--- src/hdl/rbr_isqrt.sv ---
// rbr_isqrt: pipelined integer square root, one root bit per register stage
// generic; no package needed
module rbr_isqrt #(
    parameter int IN_W   = 58,
    parameter int SIDE_W = 8,
    localparam int RT_W  = (IN_W + 1) / 2
) (
    input  logic              i_clk,
    input  logic              i_rst_n,
    input  logic              i_en,
    input  logic              i_valid,
    input  logic [IN_W-1:0]   i_rad,
    input  logic [SIDE_W-1:0] i_side,
    output logic              o_valid,
    output logic [RT_W-1:0]   o_root,
    output logic [IN_W-1:0]   o_rem,
    output logic [SIDE_W-1:0] o_side
);

    localparam int DW = 2 * RT_W + 1;

    logic              r_val  [RT_W];
    logic [IN_W-1:0]   r_rem  [RT_W];
    logic [RT_W-1:0]   r_root [RT_W];
    logic [SIDE_W-1:0] r_side [RT_W];

    genvar k;
    for (k = 0; k < RT_W; k++) begin : g_stage
        localparam int B = RT_W - 1 - k;
        logic              w_val;
        logic [IN_W-1:0]   w_rem;
        logic [RT_W-1:0]   w_root;
        logic [SIDE_W-1:0] w_side;
        logic [DW-1:0]     w_delta;
        logic [DW-1:0]     w_rem_ext;
        logic              w_take;
        logic [IN_W-1:0]   n_rem;
        logic [RT_W-1:0]   n_root;

        // stage input: ports for the first stage, previous stage otherwise
        if (k == 0) begin : g_first
            assign w_val  = i_valid;
            assign w_rem  = i_rad;
            assign w_root = '0;
            assign w_side = i_side;
        end else begin : g_next
            assign w_val  = r_val[k-1];
            assign w_rem  = r_rem[k-1];
            assign w_root = r_root[k-1];
            assign w_side = r_side[k-1];
        end

        // try this bit: (r + 2^b)^2 - r^2 against the remainder
        assign w_delta   = (DW'(w_root) << (B + 1)) | (DW'(1) << (2 * B));
        assign w_rem_ext = DW'(w_rem);
        assign w_take    = (w_rem_ext >= w_delta);
        assign n_rem     = w_take ? IN_W'(w_rem_ext - w_delta) : w_rem;
        assign n_root    = w_take ? (w_root | (RT_W'(1) << B)) : w_root;

        // valid bit
        always_ff @(posedge i_clk) begin
            if (!i_rst_n) begin
                r_val[k] <= 1'b0;
            end else if (i_en) begin
                r_val[k] <= w_val;
            end
        end

        // payload
        always_ff @(posedge i_clk) begin
            if (i_en) begin
                r_rem[k]  <= n_rem;
                r_root[k] <= n_root;
                r_side[k] <= w_side;
            end
        end
    end

    assign o_valid = r_val[RT_W-1];
    assign o_root  = r_root[RT_W-1];
    assign o_rem   = r_rem[RT_W-1];
    assign o_side  = r_side[RT_W-1];

endmodule

--- config.mk ---
export PLATFORM = sky130hd
export DESIGN_NAME = rbr_isqrt
export DESIGN_NICKNAME = d
export VERILOG_FILES = /design/src/hdl/rbr_isqrt.sv
export SDC_FILE = /design/constraint.sdc
export NUM_CORES = 2
export LEC_CHECK = 0
export BUFFER_PORTS_ARGS = -buffer_cell sky130_fd_sc_hd__buf_2
export CAP_MARGIN = 20
export CORE_MARGIN = 3
export CORE_UTILIZATION = 57
export CTS_BUF_LIST = sky130_fd_sc_hd__clkbuf_16
export CTS_CLUSTER_DIAMETER = 150
export DETAILED_ROUTE_END_ITERATION = 10
export PLACE_DENSITY = 0.76
export SYNTH_ARGS = -nofsm -noshare
export SYNTH_HDL_FRONTEND = slang
export SYNTH_SLANG_ARGS = --single-unit
--- constraint.sdc ---
create_clock -name i_clk -period 4.9 [get_ports i_clk]
set_clock_uncertainty 0.2 [all_clocks]
set_input_delay 0 -clock i_clk [delete_from_list [all_inputs] [get_ports i_clk]]
set_output_delay 0 -clock i_clk [all_outputs]
set_load 0.005 [all_outputs]
==> reports/results.tsv <==
metric	value	unit
grt_use_met2	0.432	
synth_cells	8308	
end_kind	register	
coreArea	0.189	mm^2
syn_nets	8840	
cts.sinks	2378	
ys_ff_latch	2378	
arrival	4.98	ns
whs	0.134	ns
drc	0	
num_rows	159	
grt_max_degree	223	
irDropWorstVdd	369	uV
synth.avg_cell_area	13.1	um^2
maxCapViolations	0	
final_cell_mix	edfxtp_1 (2,377), inv_1 (600), nor2_1 (542)	
p_per_area	463	mW/mm^2
min_period	4.59	ns
met3_usage	0.0339	
via_count	68288	
seq_area_frac_synth	0.655	
fin_ws	0.312	ns
place_ws	0.420	ns
ant_nets	0	
slew_headroom	0.225	
status	finished clean	
netlist_top_cells_area	edfxtp_1 (65%), ha_1 (5.3%), xor2_1 (3.2%), xnor2_1 (3.0%), a21oi_1 (2.3%)	
layout_commonest_cell	edfxtp_1	
yosys_warnings	0	
cts_buffers	232	
synth_top_area_cell	edfxtp_1	
fp.dieW	443	um
nNetsFinal	9319	
synthFlopType	edfxtp_1	
synthXorXnorAreaFrac	0.0619	
path_clk_slew	0.06	ns
hold_viol	0	
io-pin-count	166	
met1_usage	0.315	
setup_viol	0	
tightest_slew	1.16	ns
cts_tree	built	
dieHeight	443	um
clkLatencyLatePin	0.89	ns
dp_hpwl	171000	um
fin_tns_setup	0	ns
routabilityCongestion	0.940	
antenna_found_initial	10	
first_pass_iters	6	
crit_required	5.30	ns
yosysUniqueCellTypes	90	
die-area	0.197	mm^2
io_buffers	165	
drtIter0Drc	6427	
grt_pass1_vias	67422	
syn_area	0.109	mm^2
placed_area	0.113	mm^2
synthArstFlopShare	0	
path_max_fanout	7	
start_util	0.577	
holdCritPathClass	in2reg	
yosysTopAreaCellShare	0.655	
clock.fmax	218	MHz
synth_compound_gate_area_share	0.0847	
post_drt_wl_per_cell	21.3	um
synth_top_family_by_area	simple AND/OR/NAND/NOR gates	
grt_busiest_layer	met2	
synth_simple_gate_area_frac	0.113	
htree_levels	4	
drive_gt1_frac	0.0830	
finalMaxSlewViolations	0	
area_growth	12.5	%
postLayoutCellArea	0.123	mm^2
synth_adder_area_share	0.0530	
synth-edff-count	2377	
rsz0062_at_grt	no	
grt_pass1_wl	381000	um
cp-start-kind	register	
period_share	0.936	
root_buffer	clkbuf_16	
viasPerCell	5.95	
p_leak	46.2	nW
synthMuxAreaShare	0.00796	
grt_overflow_total	0	
routed_wl	245000	um
critical_path_class	reg2reg	
clock_path_buffers	3	
track_usage	0.246	
==> flip-flops by register name (all words and copies together), names as in the netlist <==
| name | count |
|---|---|
| r_rem | 1682 |
| r_root | 435 |
| r_side | 232 |
| r_val | 29 |
==> repair_timing <==
item	in CTS	in global routing
buffers inserted	0	0
gates resized for setup	0	0
endpoints found under the hold margin	924	0
hold buffers	140	0
==> cell usage after synthesis (63+ instances only) <==
cell type and instances:
and3_1 63, o21a_1 90, nand2_1 541, xor2_1 396, edfxtp_1 2377, nor2b_1 84
ha_1 462, nand2b_1 91, clkbuf_1 128, o21ai_0 381, nor3_1 223, nor4_1 274
or4_1 66, or3_1 79, nor2_1 543, a21o_1 176, nand3_1 127, a21oi_1 504
xnor2_1 374, mux2_2 69, nand4_1 129, inv_1 568
==> routing by layer <==
metal,up-vias,share of wire
met4,6,0.032
met5,-,0.00017
met2,2399,0.51
met1,33257,0.41
li1,32090,-
met3,536,0.054
==> report_power, final <==
part | internal [mW] | switching (mW)
clock network | 10.4 | 7.89
logic | 4.50 | 6.45
registers | 25.6 | 1.92
==> kinds of logic after synthesis <==
| logic type | after synthesis |
|---|---|
| AND/OR/NAND/NOR | 2405 |
| flip-flops | 2378 |
| AO/OA/AOI/OAI | 1499 |
| XOR/XNOR | 770 |
| buffers and inverters | 716 |
| adder cells (fa/ha/maj) | 462 |
| multiplexers | 78 |
==> worst max-delay path, cell delays in order, from the launching register on <==
cell and delay (ns):
edfxtp_1 0.39, ha_1 0.46, nand2_1 0.18, nor2_1 0.41
and4_1 0.43, nand4_1 0.29, nand3_1 0.24, a31oi_4 0.06
or4b_1 0.65, nor3_1 0.50, nor4bb_1 0.41, xor2_1 0.12
==> stage by stage <==
step / util / total power, mW / std cells
6_report: 0.649 / 56.8 / 11482
5_1_grt: 0.649 / 59.3 / 11480
4_1_cts: 0.649 / 56.9 / 11479
3_5_place_dp: 0.600 / 38.6 / 10907
3_3_place_gp: 0.600 / 38.4 / 10903
2_1_floorplan: - / 34.8 / 8308
==> cell type report <==
class / instances / area [um^2]
well taps: 2495 / 3120
diodes: 2 / 5.00
flip-flops and latches: 2378 / 71400
fillers: 13493 / 66300
multi-input cells: 5214 / 35000
inverters: 569 / 2140
clock buffers: 234 / 5860
clock inverters: 198 / 2070
repair buffers: 392 / 3090
==> final timing paths <==
kind | from | end | slack, ns | depth (start not counted)
hold / removal | i_en | r_rem[12][54] | 0.13 | 2
setup / recovery | r_rem[27][26] | r_rem[28][55] | 0.31 | 11
hold reg to reg | r_side[10][6] | r_side[10][14] | 0.21 | 0
setup reg to reg | r_rem[27][26] | r_rem[28][55] | 0.31 | 11
No activity file was read; power rests on OpenSTA's default activity.
